`src/hdl/cbd_pkg.sv`:
```
// Shared types, constants and helpers for the chunked body deframer.
`default_nettype none
package cbd_pkg;

	localparam int HEADER_MAX_CHARS_DEF = 16;
	localparam int SIZE_BITS_DEF        = 31;
	localparam int CHUNK_SIZE_W         = 31;

	localparam logic [7:0] CH_CR = 8'h0D;
	localparam logic [7:0] CH_LF = 8'h0A;

	localparam logic [1:0] ROLE_SIZE  = 2'd0;
	localparam logic [1:0] ROLE_BODY  = 2'd1;
	localparam logic [1:0] ROLE_TAIL  = 2'd2;
	localparam logic [1:0] ROLE_PASS  = 2'd3;

	typedef struct packed {
		logic [7:0]              out_byte;
		logic                    data_valid;
		logic [1:0]              byte_role;
		logic                    chunk_start;
		logic [CHUNK_SIZE_W-1:0] chunk_size;
		logic                    chunk_last;
		logic                    body_end;
		logic                    header_error;
		logic                    trailer_error;
	} result_t;

	// {is_hex, value}
	function automatic logic [4:0] hex_decode(input logic [7:0] b);
		logic [4:0] r;
		r = 5'd0;
		if (b >= 8'h30 && b <= 8'h39) begin
			r = {1'b1, b[3:0]};
		end else if ((b >= 8'h61 && b <= 8'h66) || (b >= 8'h41 && b <= 8'h46)) begin
			r = {1'b1, b[3:0] + 4'd9};
		end
		return r;
	endfunction

endpackage
`default_nettype wire

```
`src/hdl/cbd_parser.sv`:
```
// Chunk framing state and per-byte decode of the chunked body deframer.
`default_nettype none
module cbd_parser #(
	parameter int HEADER_MAX_CHARS = 16,
	parameter int SIZE_BITS        = 31
) (
	input  wire logic           clk,
	input  wire logic           arst_n,
	input  wire logic           enable,
	input  wire logic           step,
	input  wire logic [7:0]     in_byte,
	output cbd_pkg::result_t    res
);
	import cbd_pkg::*;

	localparam int HW = $clog2(HEADER_MAX_CHARS);
	localparam logic [1:0] PH_SIZE = 2'd0;
	localparam logic [1:0] PH_DATA = 2'd1;
	localparam logic [1:0] PH_TAIL = 2'd2;

	logic [1:0]           phase_q, phase_d;
	logic [SIZE_BITS:0]   acc_q, acc_d;
	logic [SIZE_BITS-1:0] remain_q, remain_d;
	logic [HW-1:0]        hcount_q, hcount_d;
	logic                 saw_cr_q, saw_cr_d;
	logic                 digits_done_q, digits_done_d;
	logic                 final_q, final_d;

	logic [4:0]           hex;
	logic [SIZE_BITS-1:0] size_val;
	logic                 is_cr, is_lf;

	assign hex      = hex_decode(in_byte);
	assign is_cr    = (in_byte == CH_CR);
	assign is_lf    = (in_byte == CH_LF);
	assign size_val = acc_q[SIZE_BITS] ? '0 : acc_q[SIZE_BITS-1:0];

	always_comb begin
		phase_d       = phase_q;
		acc_d         = acc_q;
		remain_d      = remain_q;
		hcount_d      = hcount_q;
		saw_cr_d      = saw_cr_q;
		digits_done_d = digits_done_q;
		final_d       = final_q;
		res           = '0;

		if (!enable) begin
			res.out_byte   = in_byte;
			res.data_valid = 1'b1;
			res.byte_role  = ROLE_PASS;
		end else if (phase_q == PH_DATA) begin
			res.out_byte   = in_byte;
			res.data_valid = 1'b1;
			res.byte_role  = ROLE_BODY;
			if (remain_q <= SIZE_BITS'(1)) begin
				remain_d       = '0;
				res.chunk_last = 1'b1;
				phase_d        = PH_TAIL;
				hcount_d       = '0;
				saw_cr_d       = 1'b0;
			end else begin
				remain_d = remain_q - SIZE_BITS'(1);
			end
		end else if (phase_q == PH_TAIL) begin
			res.byte_role = ROLE_TAIL;
			if (hcount_q == '0) begin
				saw_cr_d = is_cr;
				hcount_d = HW'(1);
			end else begin
				res.trailer_error = !(saw_cr_q && is_lf);
				res.body_end      = final_q;
				final_d           = 1'b0;
				phase_d           = PH_SIZE;
				acc_d             = '0;
				hcount_d          = '0;
				saw_cr_d          = 1'b0;
				digits_done_d     = 1'b0;
			end
		end else begin
			phase_d       = PH_SIZE;
			res.byte_role = ROLE_SIZE;
			if (saw_cr_q && is_lf) begin
				res.chunk_start = 1'b1;
				res.chunk_size  = CHUNK_SIZE_W'(size_val);
				acc_d           = '0;
				hcount_d        = '0;
				saw_cr_d        = 1'b0;
				digits_done_d   = 1'b0;
				if (size_val == '0) begin
					final_d = 1'b1;
					phase_d = PH_TAIL;
				end else begin
					remain_d = size_val;
					phase_d  = PH_DATA;
				end
			end else if (hcount_q >= HW'(HEADER_MAX_CHARS - 1)) begin
				res.header_error = 1'b1;
				acc_d            = '0;
				hcount_d         = '0;
				saw_cr_d         = 1'b0;
				digits_done_d    = 1'b0;
			end else begin
				hcount_d = hcount_q + HW'(1);
				saw_cr_d = is_cr;
				if (!digits_done_q) begin
					if (!hex[4]) begin
						digits_done_d = 1'b1;
					end else if (acc_q[SIZE_BITS:SIZE_BITS-4] != '0) begin
						acc_d = {1'b1, {SIZE_BITS{1'b0}}};
					end else begin
						acc_d = {1'b0, acc_q[SIZE_BITS-5:0], hex[3:0]};
					end
				end
			end
		end
	end

	always_ff @(posedge clk or negedge arst_n) begin
		if (!arst_n) begin
			phase_q       <= PH_SIZE;
			acc_q         <= '0;
			remain_q      <= '0;
			hcount_q      <= '0;
			saw_cr_q      <= 1'b0;
			digits_done_q <= 1'b0;
			final_q       <= 1'b0;
		end else if (step) begin
			phase_q       <= phase_d;
			acc_q         <= acc_d;
			remain_q      <= remain_d;
			hcount_q      <= hcount_d;
			saw_cr_q      <= saw_cr_d;
			digits_done_q <= digits_done_d;
			final_q       <= final_d;
		end
	end

endmodule
`default_nettype wire

```
`src/hdl/chunked_body_deframer.sv`:
```
// Top level of the chunked body deframer: input stage, decoder, result register.
// Usage:
//   s_axis carries one received byte per transaction (tdata[7:0]).
//   m_axis carries exactly one result per accepted byte, in order.
//   cfg_valid/cfg_data writes chunked_enable (1 decodes chunked framing,
//   0 forwards every byte unchanged); cfg_ready is always high. Write it
//   only while no byte is in flight.
// Timing:
//   An accepted byte is held in the input stage and decoded; its result
//   is then registered for m_axis. One byte per cycle is sustained while
//   m_axis_tready is high; the per-byte state update is decode-stage logic.
// Reset:
//   arst_n clears the decoder to the size line phase, empties both stages
//   and sets chunked_enable.
// Stall:
//   While m_axis_tready is low the result holds; s_axis_tready drops once
//   both stages are full and m_axis_tready is low.
`default_nettype none
module chunked_body_deframer #(
	parameter int HEADER_MAX_CHARS = cbd_pkg::HEADER_MAX_CHARS_DEF,
	parameter int SIZE_BITS        = cbd_pkg::SIZE_BITS_DEF
) (
	input  wire logic        clk,
	input  wire logic        arst_n,
	input  wire logic        cfg_valid,
	output      logic        cfg_ready,
	input  wire logic        cfg_data,
	input  wire logic        s_axis_tvalid,
	output      logic        s_axis_tready,
	input  wire logic [7:0]  s_axis_tdata,   // in_byte
	output      logic        m_axis_tvalid,
	input  wire logic        m_axis_tready,
	output      logic [39:0] m_axis_tdata,   // out_byte, chunk_size, zero pad
	output      logic [7:0]  m_axis_tuser,   // data_valid, byte_role, chunk_start,
	                                         // body_end, header_error,
	                                         // trailer_error, zero pad
	output      logic        m_axis_tlast    // chunk_last
);
	import cbd_pkg::*;

	logic       enable_q;
	logic [7:0] byte_s1;
	logic       valid_s1;
	result_t    res;
	result_t    res_s2;
	logic       valid_s2;
	logic       adv_s2, adv_s1;

	assign cfg_ready     = 1'b1;
	assign adv_s2        = !valid_s2 || m_axis_tready;
	assign adv_s1        = valid_s1 && adv_s2;
	assign s_axis_tready = !valid_s1 || adv_s2;

	always_ff @(posedge clk or negedge arst_n) begin
		if (!arst_n) begin
			enable_q <= 1'b1;
		end else if (cfg_valid) begin
			enable_q <= cfg_data;
		end
	end

	always_ff @(posedge clk or negedge arst_n) begin
		if (!arst_n) begin
			valid_s1 <= 1'b0;
		end else if (s_axis_tready) begin
			valid_s1 <= s_axis_tvalid;
		end
	end

	always_ff @(posedge clk) begin
		if (s_axis_tready && s_axis_tvalid) begin
			byte_s1 <= s_axis_tdata;
		end
	end

	cbd_parser #(
		.HEADER_MAX_CHARS (HEADER_MAX_CHARS),
		.SIZE_BITS        (SIZE_BITS)
	) u_parser (
		.clk     (clk),
		.arst_n  (arst_n),
		.enable  (enable_q),
		.step    (adv_s1),
		.in_byte (byte_s1),
		.res     (res)
	);

	always_ff @(posedge clk or negedge arst_n) begin
		if (!arst_n) begin
			valid_s2 <= 1'b0;
		end else if (adv_s2) begin
			valid_s2 <= valid_s1;
		end
	end

	always_ff @(posedge clk) begin
		if (adv_s1) begin
			res_s2 <= res;
		end
	end

	assign m_axis_tvalid = valid_s2;
	assign m_axis_tdata  = {1'b0, res_s2.chunk_size, res_s2.out_byte};
	assign m_axis_tuser  = {1'b0, res_s2.trailer_error, res_s2.header_error,
		res_s2.body_end, res_s2.chunk_start, res_s2.byte_role, res_s2.data_valid};
	assign m_axis_tlast  = res_s2.chunk_last;

endmodule
`default_nettype wire

```
`config.mk`:
```
export PLATFORM = sky130hd
export DESIGN_NAME = chunked_body_deframer
export DESIGN_NICKNAME = d
export VERILOG_FILES = /design/src/hdl/cbd_pkg.sv /design/src/hdl/cbd_parser.sv /design/src/hdl/chunked_body_deframer.sv
export SDC_FILE = /design/constraint.sdc
export NUM_CORES = 1
export LEC_CHECK = 0
export BUFFER_PORTS_ARGS = -buffer_cell sky130_fd_sc_hd__buf_2
export CAP_MARGIN = 30
export CORE_AREA = 2 2 105 107
export CTS_BUF_LIST = sky130_fd_sc_hd__clkbuf_2 sky130_fd_sc_hd__clkbuf_4 sky130_fd_sc_hd__clkbuf_8
export DETAILED_ROUTE_END_ITERATION = 7
export DIE_AREA = 0 0 107 109
export MAX_ROUTING_LAYER = met4
export PLACE_DENSITY = 0.85
export SLEW_MARGIN = 25
export SYNTH_ARGS = -nofsm -noshare
export SYNTH_HDL_FRONTEND = slang
export SYNTH_SLANG_ARGS = --single-unit
```
`constraint.sdc`:
```
create_clock -name clk -period 5.9 [get_ports clk]
set_input_delay 0 -clock clk [delete_from_list [all_inputs] [get_ports clk]]
set_output_delay 0 -clock clk [all_outputs]
set_load 0.02 [all_outputs]
```
==> results.cfg <==
[run_status]
status = completed

[floorplan]
die_w_microns = 107
rows = 38
die_area_sq_um = 11700
start_util = 0.627
io_pins = 66
fp.dieH_microns = 109
core_area_sq_um = 10600

[route]
wirelength_microns = 17100
wire_per_inst_microns = 20.5
drt-initial-drc-count = 726
drcViolationCount = 0
dr.pass1.iters = 5
postRouteAntennaNets = 0
vias_per_cell = 6.57
vias = 5496

[timing]
min_period_ns = 3.25
worst_slack_ns = 2.65
finalClockSkew_ns = 0.0115
final_max_slew_viol_count = 0
worst_hold_slack_ns = 0.0758
post-route-period-util = 0.551
finalSetupTns_ns = 0
tightest_slew_ns = 0.935
setup_violations = 0
grt_setup_unrepaired = false
fmax_mhz = 307
relSlewSlack = 0.377
finalHoldViolCount = 0

[clocking]
clock_sinks = 130
cts_buffers = 17
cts_tree = done
ctsRootBufferMaster = clkbuf_8
cts_max_path_buffers = 2
clk_pin_slew_ns = 0.07
cts_resized = 0
cts_max_level = 4
clkLatencyLatePin_ns = 0.45

[cells_and_area]
drive_above_1_share = 0.179
most-common-layout-cells = dfrtp_1, buf_2, edfxtp_1, nand2_1, inv_1
multiInputGateArea_sq_um = 2770
syn2layout_area_growth_pct = 14.0
ff_latch_area_sq_um = 3530
layout_commonest_cell = dfrtp_1
num-nets-final = 708
diodes = 0
fillers = 695
fin_util = 0.715

[grt]
first_global_vias = 5342
antenna_found_initial = 0
grt_overflow = 0
grt_pass1_wl_microns = 27600
grt_max_degree = 76
track_usage = 0.319

[pwr]
power.share.sequential = 0.488
power_frac_comb = 0.221
p_per_area_nw_per_um2 = 339
pwr-share-clk = 0.291
power_leakage_nw = 3.06
p_switching_mw = 0.909
power.internal_mw = 1.66
peakVddDrop_mv = 0.206
swShare = 0.354

[logic_synthesis]
synthCells = 620
ys_seq_elements = 130
synth_cell_types = 59
synth-async-reset-ratio = 0.577
yosysSeqAreaShare = 0.531
synth_warnings = 0
synth_top_cell_area_share = 0.279
synth_edf_count = 55
synth_flop_cell = dfrtp_1
synth_area_leaders = dfrtp_1, edfxtp_1, mux2i_1
synth_top_area_cell = dfrtp_1
syn_area_sq_um = 6650
synth_area_per_cell_sq_um = 10.7

[worst_setup_path]
crit_required_ns = 6.22
critPathMaxFanout = 21
crit_type = flop to flop
crit_chain = or4_1, or3_1, o31ai_4, buf_4, nand2_2, mux2_1
reg2reg_slack_ns = 2.65
cp_num_buf_inv = 1
rr_startpoint = u_parser.remain_q[20]$_DFFE_PN0P_
rr_worst_depth = 6
worst_setup_path_start_kind = flop
max_stage_delay_ns = 0.71
worstPathArrival_ns = 3.58
path_delay_family = simple AND/OR/NAND/NOR gates
r2r-end = u_parser.saw_cr_q$_DFFE_PN0P_
cp-end-kind = flop
slowest_stage = o31ai_4

[place]
gp_congestion = 0.950
port_buffers = 62
dp_hpwl_microns = 10700
post-place-ws_ns = 2.70

[hold_path]
holdPathEnd = m_axis_tvalid$_DFFE_PN0P_
worstHoldPathType = input pin to flop
hold-path-cell-count = 3
hold_start = m_axis_tready

[job]
maxCapViolations = 0
[through the flow]
stage | cells | instance area [sq um] | power, mW
6_report | 837 | 7580 | 2.57
3_3_place_gp | 790 | 7040 | 1.76
4_1_cts | 835 | 7560 | 2.54
2_1_floorplan | 621 | 6650 | 1.57
5_1_grt | 837 | 7580 | 2.67
3_5_place_dp | 790 | 7040 | 1.79
[worst max path at each step]
| stage | from | end | cells past startpoint | slack (ns) |
|---|---|---|---|---|
| after detailed placement | u_parser.remain_q[20]$_DFFE_PN0P_ | u_parser.saw_cr_q$_DFFE_PN0P_ | 6 | 2.70 |
| after global placement | u_parser.acc_q[21]$_DFFE_PN0P_ | u_parser.remain_q[5]$_DFFE_PN0P_ | 6 | 2.77 |
| after floorplan | m_axis_tvalid$_DFFE_PN0P_ | u_parser.acc_q[2]$_DFFE_PN0P_ | 7 | 1.77 |
| final | u_parser.remain_q[20]$_DFFE_PN0P_ | u_parser.saw_cr_q$_DFFE_PN0P_ | 6 | 2.65 |
| after CTS | u_parser.remain_q[20]$_DFFE_PN0P_ | u_parser.saw_cr_q$_DFFE_PN0P_ | 6 | 2.69 |
| after global routing | u_parser.remain_q[20]$_DFFE_PN0P_ | u_parser.saw_cr_q$_DFFE_PN0P_ | 6 | 2.52 |
[worst min-delay path, cell delays in order]
cell and delay (ns):
buf_2 0.07, nor2b_1 0.10, or2_2 0.29
[Yosys cell counts, types with 2 or more instances]
| cell | n |
|---|---|
| nand4_1 | 5 |
| nor3b_1 | 3 |
| a22oi_1 | 11 |
| buf_6 | 2 |
| or4b_2 | 2 |
| conb_1 | 2 |
| buf_4 | 4 |
| nand3_1 | 7 |
| ha_1 | 10 |
| o21a_1 | 3 |
| nor2_1 | 32 |
| or2_2 | 3 |
| o21ai_1 | 3 |
| o2bb2ai_1 | 21 |
| o31ai_1 | 5 |
| a2111oi_0 | 2 |
| a32oi_1 | 13 |
| o221ai_2 | 2 |
| mux2_2 | 3 |
| a22o_1 | 10 |
| o41ai_1 | 3 |
| a21oi_1 | 7 |
| nand2b_1 | 2 |
| or4_1 | 10 |
| nor2b_1 | 11 |
| nand2_1 | 52 |
| buf_2 | 6 |
| nor4_1 | 16 |
| clkbuf_1 | 30 |
| o221ai_1 | 25 |
| and2_1 | 37 |
| o211ai_1 | 6 |
| nor3_1 | 23 |
| inv_1 | 48 |
| o21ai_0 | 9 |
| dfrtp_1 | 74 |
| edfxtp_1 | 55 |
| or3_1 | 6 |
| mux2i_1 | 33 |
| and3_1 | 5 |
[registers in the layout, indices dropped and copies added, names as in the netlist]
name / flops
u_parser.digits_done_q: 1
u_parser.acc_q: 32
u_parser.phase_q: 2
valid_s1: 1
m_axis_tvalid: 1
u_parser.saw_cr_q: 1
byte_s1: 8
u_parser.hcount_q: 4
m_axis_tdata: 39
m_axis_tuser: 7
u_parser.remain_q: 31
u_parser.final_q: 1
m_axis_tlast: 1
enable_q: 1
[repair_timing]
action                                  CTS  global route
endpoints found under the setup margin    0             0
endpoints found under the hold margin    84             0
buffers inserted                          0             0
hold buffers                             13             0
[per-layer routing]
layer / global-route usage / share of wire / vias to the layer above
met2: 0.487 / 0.47 / 302
met1: 0.418 / 0.40 / 2692
met5: - / 0 / -
met4: 0.124 / 0.027 / 0
met3: 0.0741 / 0.10 / 62
li1: - / - / 2440
[area by class of cell]
cell class | count | area share
clock buffers | 19 | 0.0329
repair buffers | 87 | 0.0710
inverters | 48 | 0.0238
well taps | 140 | 0.0231
flip-flops and latches | 130 | 0.466
clock inverters | 13 | 0.0182
multi-input cells | 400 | 0.365
[power groups by stage]
stage	sequential (mW)	clock [mW]	combinational, mW
CTS	1.24	0.747	0.556
finish	1.25	0.749	0.567
global placement	1.24	0	0.513
detailed placement	1.25	0	0.538
floorplan	1.20	0	0.370
global route	1.26	0.787	0.625
[cell families after synthesis]
kind of cell,Yosys count,share of synthesized area
other cells,2,0.00113
compound gates,131,0.161
buf+inv,91,0.0570
mux,37,0.0565
xor+xnor,1,0.00132
simple gates,218,0.173
fa+ha+maj,10,0.0188
flops,130,0.531
Note: power is estimated with default switching activity, not from simulation.
